<file path="src/rtl/event_ring_fifo_with_stats_defines.svh">
// assertion macros for the event ring fifo
// no dependencies; assumes clk and rst_n in the including module
`ifndef EVENT_RING_FIFO_WITH_STATS_DEFINES_SVH
`define EVENT_RING_FIFO_WITH_STATS_DEFINES_SVH

`ifndef SYNTHESIS
`define ERF_ASSERT(lbl, prop, msg) \
    lbl: assert property (@(posedge clk) disable iff (!rst_n) (prop)) else $error(msg);
`define ERF_ASSERT_NEXT(lbl, ante, cons, msg) \
    lbl: assert property (@(posedge clk) disable iff (!rst_n) (ante) |=> (cons)) \
        else $error(msg);
`else
`define ERF_ASSERT(lbl, prop, msg)
`define ERF_ASSERT_NEXT(lbl, ante, cons, msg)
`endif

`endif

</file>
<file path="src/rtl/erf_pkg.sv">
// shared types and constants for the event ring fifo
// no dependencies
`default_nettype none

package erf_pkg;

    localparam int CFG_W   = 9;
    localparam int EVENT_W = 64;
    localparam int CNT_W   = 32;
    localparam int LEVEL_W = 8;

    localparam logic OP_PUSH = 1'b0;
    localparam logic OP_POP  = 1'b1;

    typedef struct packed {
        logic               opcode;
        logic [EVENT_W-1:0] event_data;
    } in_item_t;

    typedef struct packed {
        logic               ok;
        logic [EVENT_W-1:0] event_out;
        logic [LEVEL_W-1:0] occupancy;
        logic               empty_res;
        logic [LEVEL_W-1:0] high_water_mark;
        logic [CNT_W-1:0]   drop_count;
        logic [CNT_W-1:0]   push_count;
        logic [CNT_W-1:0]   pop_count;
    } result_t;

    typedef struct packed {
        logic               ok;
        logic [LEVEL_W-1:0] occupancy;
        logic               empty_res;
        logic [LEVEL_W-1:0] high_water_mark;
        logic [CNT_W-1:0]   drop_count;
        logic [CNT_W-1:0]   push_count;
        logic [CNT_W-1:0]   pop_count;
    } stat_t;

    typedef struct packed {
        logic wr_en;
        logic rd_en;
    } mem_ctl_t;

endpackage

`default_nettype wire

</file>
<file path="src/rtl/erf_ctrl.sv">
// ring indices, fill level, peak mark and statistics counters
// depends on erf_pkg and event_ring_fifo_with_stats_defines.svh
`default_nettype none
`include "event_ring_fifo_with_stats_defines.svh"

module erf_ctrl #(
    parameter int MEM_DEPTH = 256,
    parameter int IW        = 8
) (
    input  wire logic                     clk,
    input  wire logic                     rst_n,
    input  wire logic                     cfg_we,
    input  wire logic [erf_pkg::CFG_W-1:0] cfg_size,
    input  wire logic                     op_valid,
    input  wire logic                     opcode,
    output erf_pkg::mem_ctl_t             mem_ctl,
    output logic      [IW-1:0]            wr_addr,
    output logic      [IW-1:0]            rd_addr,
    output erf_pkg::stat_t                stat
);

    localparam int SW         = $clog2(MEM_DEPTH + 1);
    localparam int RESET_SIZE = (MEM_DEPTH < 256) ? MEM_DEPTH : 256;

    logic [SW-1:0]             size_reg;
    logic [IW-1:0]             wr_idx_reg;
    logic [IW-1:0]             rd_idx_reg;
    logic [IW-1:0]             fill_reg;
    logic [IW-1:0]             peak_reg;
    logic [erf_pkg::CNT_W-1:0] drop_reg;
    logic [erf_pkg::CNT_W-1:0] push_reg;
    logic [erf_pkg::CNT_W-1:0] pop_reg;

    logic [SW-1:0]             size_next;
    logic [IW-1:0]             wr_idx_next;
    logic [IW-1:0]             rd_idx_next;
    logic [IW-1:0]             fill_next;
    logic [IW-1:0]             peak_next;
    logic [erf_pkg::CNT_W-1:0] drop_next;
    logic [erf_pkg::CNT_W-1:0] push_next;
    logic [erf_pkg::CNT_W-1:0] pop_next;

    logic          is_push;
    logic          is_pop;
    logic          full;
    logic          push_ok;
    logic          pop_ok;
    logic [SW-1:0] wr_inc;
    logic [SW-1:0] rd_inc;

    // clamp the written ring size into the usable range
    always_comb
    begin
        priority if (cfg_size < erf_pkg::CFG_W'(2))
        begin
            size_next = SW'(2);
        end
        else if (32'(cfg_size) > 32'(MEM_DEPTH))
        begin
            size_next = SW'(MEM_DEPTH);
        end
        else
        begin
            size_next = SW'(cfg_size);
        end
    end

    always_comb
    begin
        is_push = op_valid && (opcode == erf_pkg::OP_PUSH);
        is_pop  = op_valid && (opcode == erf_pkg::OP_POP);
        full    = (SW'(fill_reg) + SW'(1)) == size_reg;
        push_ok = is_push && !full;
        pop_ok  = is_pop && (fill_reg != '0);

        wr_inc = SW'(wr_idx_reg) + SW'(1);
        rd_inc = SW'(rd_idx_reg) + SW'(1);

        wr_idx_next = wr_idx_reg;
        rd_idx_next = rd_idx_reg;
        fill_next   = fill_reg;
        if (push_ok)
        begin
            wr_idx_next = (wr_inc == size_reg) ? '0 : IW'(wr_inc);
            fill_next   = fill_reg + IW'(1);
        end
        if (pop_ok)
        begin
            rd_idx_next = (rd_inc == size_reg) ? '0 : IW'(rd_inc);
            fill_next   = fill_reg - IW'(1);
        end

        peak_next = (push_ok && (fill_next > peak_reg)) ? fill_next : peak_reg;
        drop_next = (is_push && full) ? drop_reg + 32'd1 : drop_reg;
        push_next = push_ok ? push_reg + 32'd1 : push_reg;
        pop_next  = pop_ok ? pop_reg + 32'd1 : pop_reg;
    end

    always_ff @(posedge clk or negedge rst_n)
    begin
        if (!rst_n)
        begin
            size_reg   <= SW'(RESET_SIZE);
            wr_idx_reg <= '0;
            rd_idx_reg <= '0;
            fill_reg   <= '0;
            peak_reg   <= '0;
            drop_reg   <= '0;
            push_reg   <= '0;
            pop_reg    <= '0;
        end
        else if (cfg_we)
        begin
            size_reg   <= size_next;
            wr_idx_reg <= '0;
            rd_idx_reg <= '0;
            fill_reg   <= '0;
            peak_reg   <= '0;
            drop_reg   <= '0;
            push_reg   <= '0;
            pop_reg    <= '0;
        end
        else if (op_valid)
        begin
            wr_idx_reg <= wr_idx_next;
            rd_idx_reg <= rd_idx_next;
            fill_reg   <= fill_next;
            peak_reg   <= peak_next;
            drop_reg   <= drop_next;
            push_reg   <= push_next;
            pop_reg    <= pop_next;
        end
    end

    assign mem_ctl.wr_en = push_ok;
    assign mem_ctl.rd_en = pop_ok;
    assign wr_addr       = wr_idx_reg;
    assign rd_addr       = rd_idx_reg;

    assign stat.ok              = push_ok || pop_ok;
    assign stat.occupancy       = erf_pkg::LEVEL_W'(fill_next);
    assign stat.empty_res       = (wr_idx_next == rd_idx_next);
    assign stat.high_water_mark = erf_pkg::LEVEL_W'(peak_next);
    assign stat.drop_count      = drop_next;
    assign stat.push_count      = push_next;
    assign stat.pop_count       = pop_next;

    `ERF_ASSERT(a_fill_below_size, SW'(fill_reg) < size_reg, "fill level reached ring size")
    `ERF_ASSERT(a_empty_consistent, (wr_idx_reg == rd_idx_reg) == (fill_reg == '0), "index mismatch")
    `ERF_ASSERT_NEXT(a_push_grows, push_ok && !cfg_we, fill_reg == $past(fill_reg) + IW'(1), "push lost")
    `ERF_ASSERT_NEXT(a_pop_advances, pop_ok && !cfg_we, rd_idx_reg != $past(rd_idx_reg), "pop stuck")

endmodule

`default_nettype wire

</file>
<file path="config.mk">
export PLATFORM = sky130hd
export DESIGN_NAME = erf_ctrl
export DESIGN_NICKNAME = d
export VERILOG_FILES = /design/src/rtl/erf_pkg.sv /design/src/rtl/erf_ctrl.sv
export VERILOG_INCLUDE_DIRS = /design/src /design/src/rtl
export SDC_FILE = /design/constraint.sdc
export NUM_CORES = 1
export LEC_CHECK = 0
export ABC_AREA = 1
export BUFFER_PORTS_ARGS = -buffer_cell sky130_fd_sc_hd__buf_2
export CORE_UTILIZATION = 30
export CTS_CLUSTER_DIAMETER = 60
export DETAILED_ROUTE_END_ITERATION = 16
export PLACE_DENSITY = 0.58
export SLEW_MARGIN = 20
export SYNTH_ARGS = -nofsm -noshare
export SYNTH_HDL_FRONTEND = slang
export SYNTH_SLANG_ARGS = --single-unit
</file>
<file path="constraint.sdc">
create_clock -name clk -period 3.8 [get_ports clk]
set_clock_uncertainty 0.1 [all_clocks]
set_input_delay 0.57 -clock clk [delete_from_list [all_inputs] [get_ports clk]]
set_output_delay 0.57 -clock clk [all_outputs]
set_load 0.01 [all_outputs]
</file>
==> results.tsv, run 1 <==
metric	value	unit
status	finished, violations left	
failing checks	negative setup slack	
Skew-Pair Late Insertion Delay	0.46	ns
final core utilization	42.5	%
Startpoint Class	register	
# IOs	146	
Non-Filler Instances	2144	
Hold Crit Class	input port to asynchronous set/reset pin	
Most used DFF post-synth	dfrtp_1	
wire per inst	14.8	um
CP top delay family	buffers and inverters	
top-count cell post-synth	nand2_1	
worst path required time	4.09	ns
final hold viol count	0	
clock root cell	clkbuf_16	
Final GP Congestion	0.899	
Core Region	31700	um2
Post-synth EDFFs	0	
Crit. Startpoint	fill_reg[1]$_DFFE_PN0P_	
pin count of the biggest net entering global routing	119	
H-tree Lvls	4	
final WL	31700	um
initial antenna violation count	0	
Buffers on Ports	145	
Setup CP Type	register to register	
share of layout cells above drive strength 1	28.2	%
chip width	182	um
fmax	229	MHz
VDD IR max	324	uV
Top cell by count, worst path	buf_4	
CP max FO	7	
Cell Area, Placed	11300	um2
deepest clock path buffer count	2	
row cnt	65	
Tmin final	4.37	ns
Synth Cell Area	9720	um2
Min Hold Slack	0.0867	ns
Seq/Total Area, Yosys	35.3	%
GRT Util Overall	19.3	%
die area	33100	um2
total gr overflow	0	
FF/Latch Area	3440	um2
detailed placement HPWL	22300	um
number of global-route vias before repair	9796	
Worst slew margin	46.1	%
P per Cell Area	369	nW/um2
antenna cell count	0	
Worst path max stage delay	0.42	ns
vias per cell	4.72	
multi-input logic area	5980	um2
first-pass GRT wire length	50400	um
First DRT Iteration DRCs	609	
max-cap violations	0	
clk sinks	137	
Post-Synthesis Cells	1467	
RSZ-0062 raised after global routing	yes	
Detailed Routing Iterations Pass 1	5	
CTS tree	yes	
Seq cells post-synth	137	
critical path buffer and inverter count	19	
Setup WS pre-CTS	-0.216	ns
Final nets	1759	
total power	4.98	mW
synth cell count leaders	nand2_1, inv_1, nor2_1	
DP Cell Count	2034	
Layout area overhead	38.9	%
die height	182	um
# setup viols final	12	
Vias	10100	
top cell type's share of synthesized area	35.0	%
Worst-path clk slew	0.06	ns
Slew @ Worst Pin	0.808	ns
Synth cell types	47	
Worst Setup End Kind	register	
Yosys Warn Count	0	
Post-synth ARST share	100	%
Pins Over Slew Limit	0	
dominant cells by area after synthesis	dfrtp_1, nand2_1, inv_1	
CTS buffer count	17	
Post-Syn Nets	1497	
Critical Path AT	4.66	ns
worst reg2reg startpoint	fill_reg[1]$_DFFE_PN0P_	
Final ANT Viol Nets	0	
setup_tns	-5.00	ns
leakage	7.10	nW
Final Cycle Share	115	%
final setup margin	-0.567	ns
Starting Density	30.6	%
DRC	0	
Syn Area/Cell	6.63	um2
Worst path slowest cell	dfrtp_2	
Fill cells	3276	
top cell type by total area after synthesis	dfrtp_1	
Finished Cell Area	13500	um2
## placed cells by master (no fill, tap or decap), types with 3 or more instances in the layout
master     count
nor2_1       229
xor2_1        52
nor2_4        20
nor2_2        12
nand3_1       87
buf_6         32
o21ai_2        9
xnor2_1       14
clkinv_2       4
nor3_1        34
ha_1          10
o21ai_4        6
dfrtp_2        7
nor3_4         5
clkbuf_16     17
a21oi_1       12
nand4_1       28
inv_1        259
or2_2          3
a21oi_4        3
bufinv_16      4
nor4_1        15
nand2_2       30
buf_2        135
a21oi_2        5
dfrtp_1      129
o211ai_1       3
o21ai_0       30
buf_4         99
nand3_2       15
inv_2         14
ha_4           6
nand2_4       10
o21ai_1        4
buf_12         5
nand2_1      332
xor2_4         4
xor2_2        20
nand3_4        5
## final cells by class
cell class                      instances  share of cell area, %
Clock buffer                           20                   3.38
Clock inverter                         12                   1.28
Inverter                              276                   7.75
Multi-Input combinational cell       1024                   44.3
Sequential cell                       137                   25.5
Tap cell                              402                   3.73
Timing Repair Buffer                  272                   14.0
Timing Repair inverter                  1                 0.0649
## power breakdown
part	internal [mW]	leakage, nW	switching [mW]
Sequential	1.52	1.87	0.0727
Clock	1.13	0.306	0.705
Combinational	0.698	4.92	0.853
Total	3.35	7.10	1.63
## final timing paths
kind | endpoint | slack [ns] | cells past startpoint
setup / recovery | fill_reg[4]$_DFFE_PN0P_ | -0.57 | 31
hold reg to reg | pop_reg[31]$_DFFE_PN0P_ | 0.44 | 2
max in group asynchronous | fill_reg[5]$_DFFE_PN0P_ | 2.66 | 2
min in group clk | size_reg[6]$_DFFE_PN0P_ | 0.27 | 3
hold / removal | pop_reg[14]$_DFFE_PN0P_ | 0.09 | 1
setup reg to reg | fill_reg[4]$_DFFE_PN0P_ | -0.57 | 31
## what timing repair did
item | 4_1_cts | 5_1_grt
setup endpoints to repair | 38 | 57
gates cloned | 3 | 3
hold buffers | 0 | 0
pin swaps | 15 | 56
buffers inserted | 45 | 37
gates resized for setup | 62 | 162
## worst reg2reg max path, delay by kind of cell (launching register included)
kind | cells | cell delay [ns]
buffers and inverters | 19 | 2.33
and+or+nand+nor | 11 | 1.22
AOI/OAI and AO/OA | 1 | 0.24
DFF | 1 | 0.42
## layer usage
layer / track usage, % / up-vias / wire, um
met2: 32.6 / 239 / 15400
met1: 24.5 / 4847 / 14300
met5: 0 / - / 0
met4: 6.66 / 0 / 558
li1: - / 5010 / -
met3: 3.93 / 32 / 1450
## kinds of logic after synthesis
family	Yosys count	synth area share, %
simple gates	838	37.8
flops	137	35.3
buf+inv	310	12.6
fa+ha+maj	16	2.06
xor+xnor	90	8.19
compound gates	76	4.13
Power figures use the tool's default switching activity.
==> run 2: changes to the inputs <==
--- a/config.mk
+++ b/config.mk
@@ -6,12 +6,12 @@
 export SDC_FILE = /design/constraint.sdc
 export NUM_CORES = 1
 export LEC_CHECK = 0
-export ABC_AREA = 1
-export BUFFER_PORTS_ARGS = -buffer_cell sky130_fd_sc_hd__buf_2
+export CORE_ASPECT_RATIO = 1.1
 export CORE_UTILIZATION = 30
 export CTS_CLUSTER_DIAMETER = 60
 export DETAILED_ROUTE_END_ITERATION = 16
-export PLACE_DENSITY = 0.58
+export DONT_BUFFER_PORTS = 1
+export PLACE_DENSITY = 0.54
 export SLEW_MARGIN = 20
 export SYNTH_ARGS = -nofsm -noshare
 export SYNTH_HDL_FRONTEND = slang
==> run 2 against run 1 <==
  * The run ends with negative hold slack, negative setup slack left
  * Largest power group is now combinational cells
  * Via count down 36%
  * Combinational power up 35%
  * Setup slack worse by 0.28 ns
  * Wire length down 26%
  * Area after synthesis down 17%
==> results.tsv, run 2 <==
metric	value	unit	change
Fill cells	2516		was 3276
leakage	5.22	nW	was 7.10 nW
multi-input logic area	5500	um2	was 5980 um2
Starting Density	30.7	%	was 30.6%
Syn Area/Cell	9.45	um2	was 6.63 um2
DP Cell Count	1268		was 2034
Final GP Congestion	0.837		was 0.899
row cnt	62		was 65
Min Hold Slack	-0.263	ns	was 0.0867 ns
combinational share of power	38.3	%	was 31.1%
Internal Pwr Total	3.62	mW	was 3.35 mW
pin count of the biggest net entering global routing	140		was 119
switch share	34.0	%	was 32.7%
final hold viol count	136		was 0
Worst path slowest cell	or4_4		was dfrtp_2
top cell type by total area after synthesis	dfrtp_1		unchanged
synth cell count leaders	dfrtp_1, nor2b_1, xnor2_1		was nand2_1, inv_1, nor2_1
deepest clock path buffer count	2		unchanged
detailed placement HPWL	15800	um	was 22300 um
Net Sw Power	1.87	mW	was 1.63 mW
First DRT Iteration DRCs	359		was 609
Post-synth ARST share	100	%	unchanged
number of global-route vias before repair	6662		was 9796
most common cell after layout, fill and taps aside	dfrtp_1		was nand2_1
VDD IR max	271	uV	was 324 uV
final setup margin	-0.845	ns	was -0.567 ns
Final Cycle Share	122	%	was 115%
fmax	215	MHz	was 229 MHz
initial antenna violation count	0		unchanged
top-count cell post-synth	dfrtp_1		was nand2_1
antenna cell count	0		unchanged
# IOs	146		unchanged
top cell type's share of synthesized area	42.1	%	was 35.0%
GRT Util Overall	17.3	%	was 19.3%
Core Region	26300	um2	was 31700 um2
Sequential Power Share	30.2	%	was 32.0%
Non-Filler Instances	1327		was 2144
Worst Setup End Kind	primary output		was register
first-pass GRT wire length	36600	um	was 50400 um
Post-Synthesis Cells	855		was 1467
CP Cell Sequence	and4_4 -> and3_4 -> or4_4 -> a211o_1 -> nand2_2 -> buf_6 -> nand3_2 -> o211ai_1 -> ha_1 -> nor2b_1 -> o21ai_1 -> nand2b_1 -> a21oi_2 -> o21ai_1 -> o211ai_1 -> buf_4 -> mux2_4		
Hold Crit Class	input port to asynchronous set/reset pin		unchanged
Skew-Pair Late Insertion Delay	0.42	ns	was 0.46 ns
Layout area overhead	38.4	%	was 38.9%
vias per cell	4.90		was 4.72
most frequent cells in the layout	dfrtp_1, nor2b_1, buf_4		was nand2_1, inv_1, nor2_1
Post-Syn Nets	885		was 1497
Startpoint Class	register		unchanged
clk sinks	137		unchanged
RSZ-0062 raised after global routing	yes		unchanged
Final ANT Viol Nets	0		unchanged
Tmin final	4.64	ns	was 4.37 ns
Clk network pwr share	31.6	%	was 36.8%
final WL	23600	um	was 31700 um
wire per inst	17.8	um	was 14.8 um
Setup WS pre-CTS	-0.381	ns	was -0.216 ns
Critical Path AT	3.97	ns	was 4.66 ns
Worst-path clk slew	0.07	ns	was 0.06 ns
Seq/Total Area, Yosys	42.4	%	was 35.3%
Seq cells post-synth	137		unchanged
max-cap violations	0		unchanged
worst path required time	3.13	ns	was 4.09 ns
Worst slew margin	67.1	%	was 46.1%
Post-synth EDFFs	0		unchanged
dominant cells by area after synthesis	dfrtp_1, nor2b_1, xnor2_1		was dfrtp_1, nand2_1, inv_1
chip width	159	um	was 182 um
die area	27600	um2	was 33100 um2
die height	174	um	was 182 um
share of layout cells above drive strength 1	32.1	%	was 28.2%
P per Cell Area	490	nW/um2	was 369 nW/um2
Worst path max stage delay	0.49	ns	was 0.42 ns
Buffers on Ports	0		was 145
CP max FO	5		was 7
Slew @ Worst Pin	0.493	ns	was 0.808 ns
Vias	6496		was 10100
DRC	0		unchanged
failing checks	negative hold slack, negative setup slack		was negative setup slack
final core utilization	42.5	%	about the same
status	finished, violations left		unchanged
Final nets	993		was 1759
Detailed Routing Iterations Pass 1	6		was 5
Yosys Warn Count	0		unchanged
FF/Latch Area	3430	um2	was 3440 um2
CTS tree	yes		unchanged
Synth cell types	63		was 47
Setup CP Type	register to primary output		was register to register
# setup viols final	45		was 12
H-tree Lvls	4		unchanged
Synth Cell Area	8080	um2	was 9720 um2
total gr overflow	0		unchanged
Most used DFF post-synth	dfrtp_1		unchanged
Pins Over Slew Limit	0		unchanged
CTS buffer count	17		unchanged
clock root cell	clkbuf_16		unchanged
run 2: cell count changes after synthesis, moves of 26 or more:
cell,delta
nor2b_1,+121
inv_1,-230
nand3_1,-56
nor2_1,-195
xnor2_1,+66
o21ai_0,-26
nand2_1,-308
run 2: power groups by stage:
stage	sequential [mW]	combinational [mW]	clock, mW
floorplan	1.66	1.17	0
global placement	1.67	1.88	0
detailed placement	1.67	1.88	0
CTS	1.65	2.00	1.78
global route	1.67	2.29	1.83
finish	1.66	2.10	1.73
run 2: cell type report:
cell class / count / share of cell area [%]
timing repair buffer: 125 / 9.35
tap: 352 / 3.94
clock inverter: 14 / 1.55
inverter: 43 / 1.51
multi-input combinational: 639 / 49.1
clock buffer: 17 / 3.80
sequential: 137 / 30.7
run 2: path summary, 6_finish.rpt:
check	startpoint	slack [ns]	end	cells after the start
max	fill_reg[1]$_DFFE_PN0P_	-0.84	stat[100]	17
min	rst_n	-0.26	drop_reg[15]$_DFFE_PN0P_	0
max reg2reg	fill_reg[1]$_DFFE_PN0P_	-0.11	peak_reg[4]$_DFFE_PN0P_	18
min reg2reg	pop_reg[31]$_DFFE_PN0P_	0.54	pop_reg[31]$_DFFE_PN0P_	2
max in group asynchronous	rst_n	3.47	size_reg[8]$_DFFE_PN1P_	0
min in group clk	cfg_we	0.12	pop_reg[4]$_DFFE_PN0P_	1
run 2: what timing repair did:
item                                    in CTS  in global routing
resized for setup                          117                 90
endpoints found under the setup margin      65                 74
buffers inserted                            10                 22
pin swaps                                   44                 42
endpoints found under the hold margin      137                137
run 2: logic make-up after synthesis:
group                    after synthesis  synth area share [%]
AND/OR/NAND/NOR                      393                  27.1
XOR/XNOR                             138                  15.2
flip-flops                           137                  42.4
AO/OA/AOI/OAI                         79                  7.10
buffers and inverters                 79                  3.85
adder cells (fa/ha/maj)               16                  2.48
multiplexers                          13                  1.78
run 2: critical path: cells and delay by family (launching register included):
family          cells  cell delay (ns)
buf+inv             2             0.33
fa+ha+maj           1             0.29
compound gates      6             0.94
flops               1             0.40
mux                 1             0.34
simple gates        7             1.26
run 2: per-stage QoR:
stage	area (um2)	power (mW)	hold slack [ns]	TNS (ns)
2_1_floorplan	8180	2.83	0.174	-7.28
3_3_place_gp	9180	3.55	0.177	-2.70
3_5_place_dp	9180	3.55	0.178	-3.47
4_1_cts	10600	5.43	-0.278	-17.73
5_1_grt	11200	5.79	-0.282	-22.73
6_report	11200	5.48	-0.263	-14.62
run 2: per-layer routing:
layer	GRT usage (%)	vias up	part of all wire, %
met1	21.7	3222	42
li1	-	3101	-
met3	4.39	22	5.6
met5	0	-	0
met4	5.05	0	1.6
met2	29.1	151	50
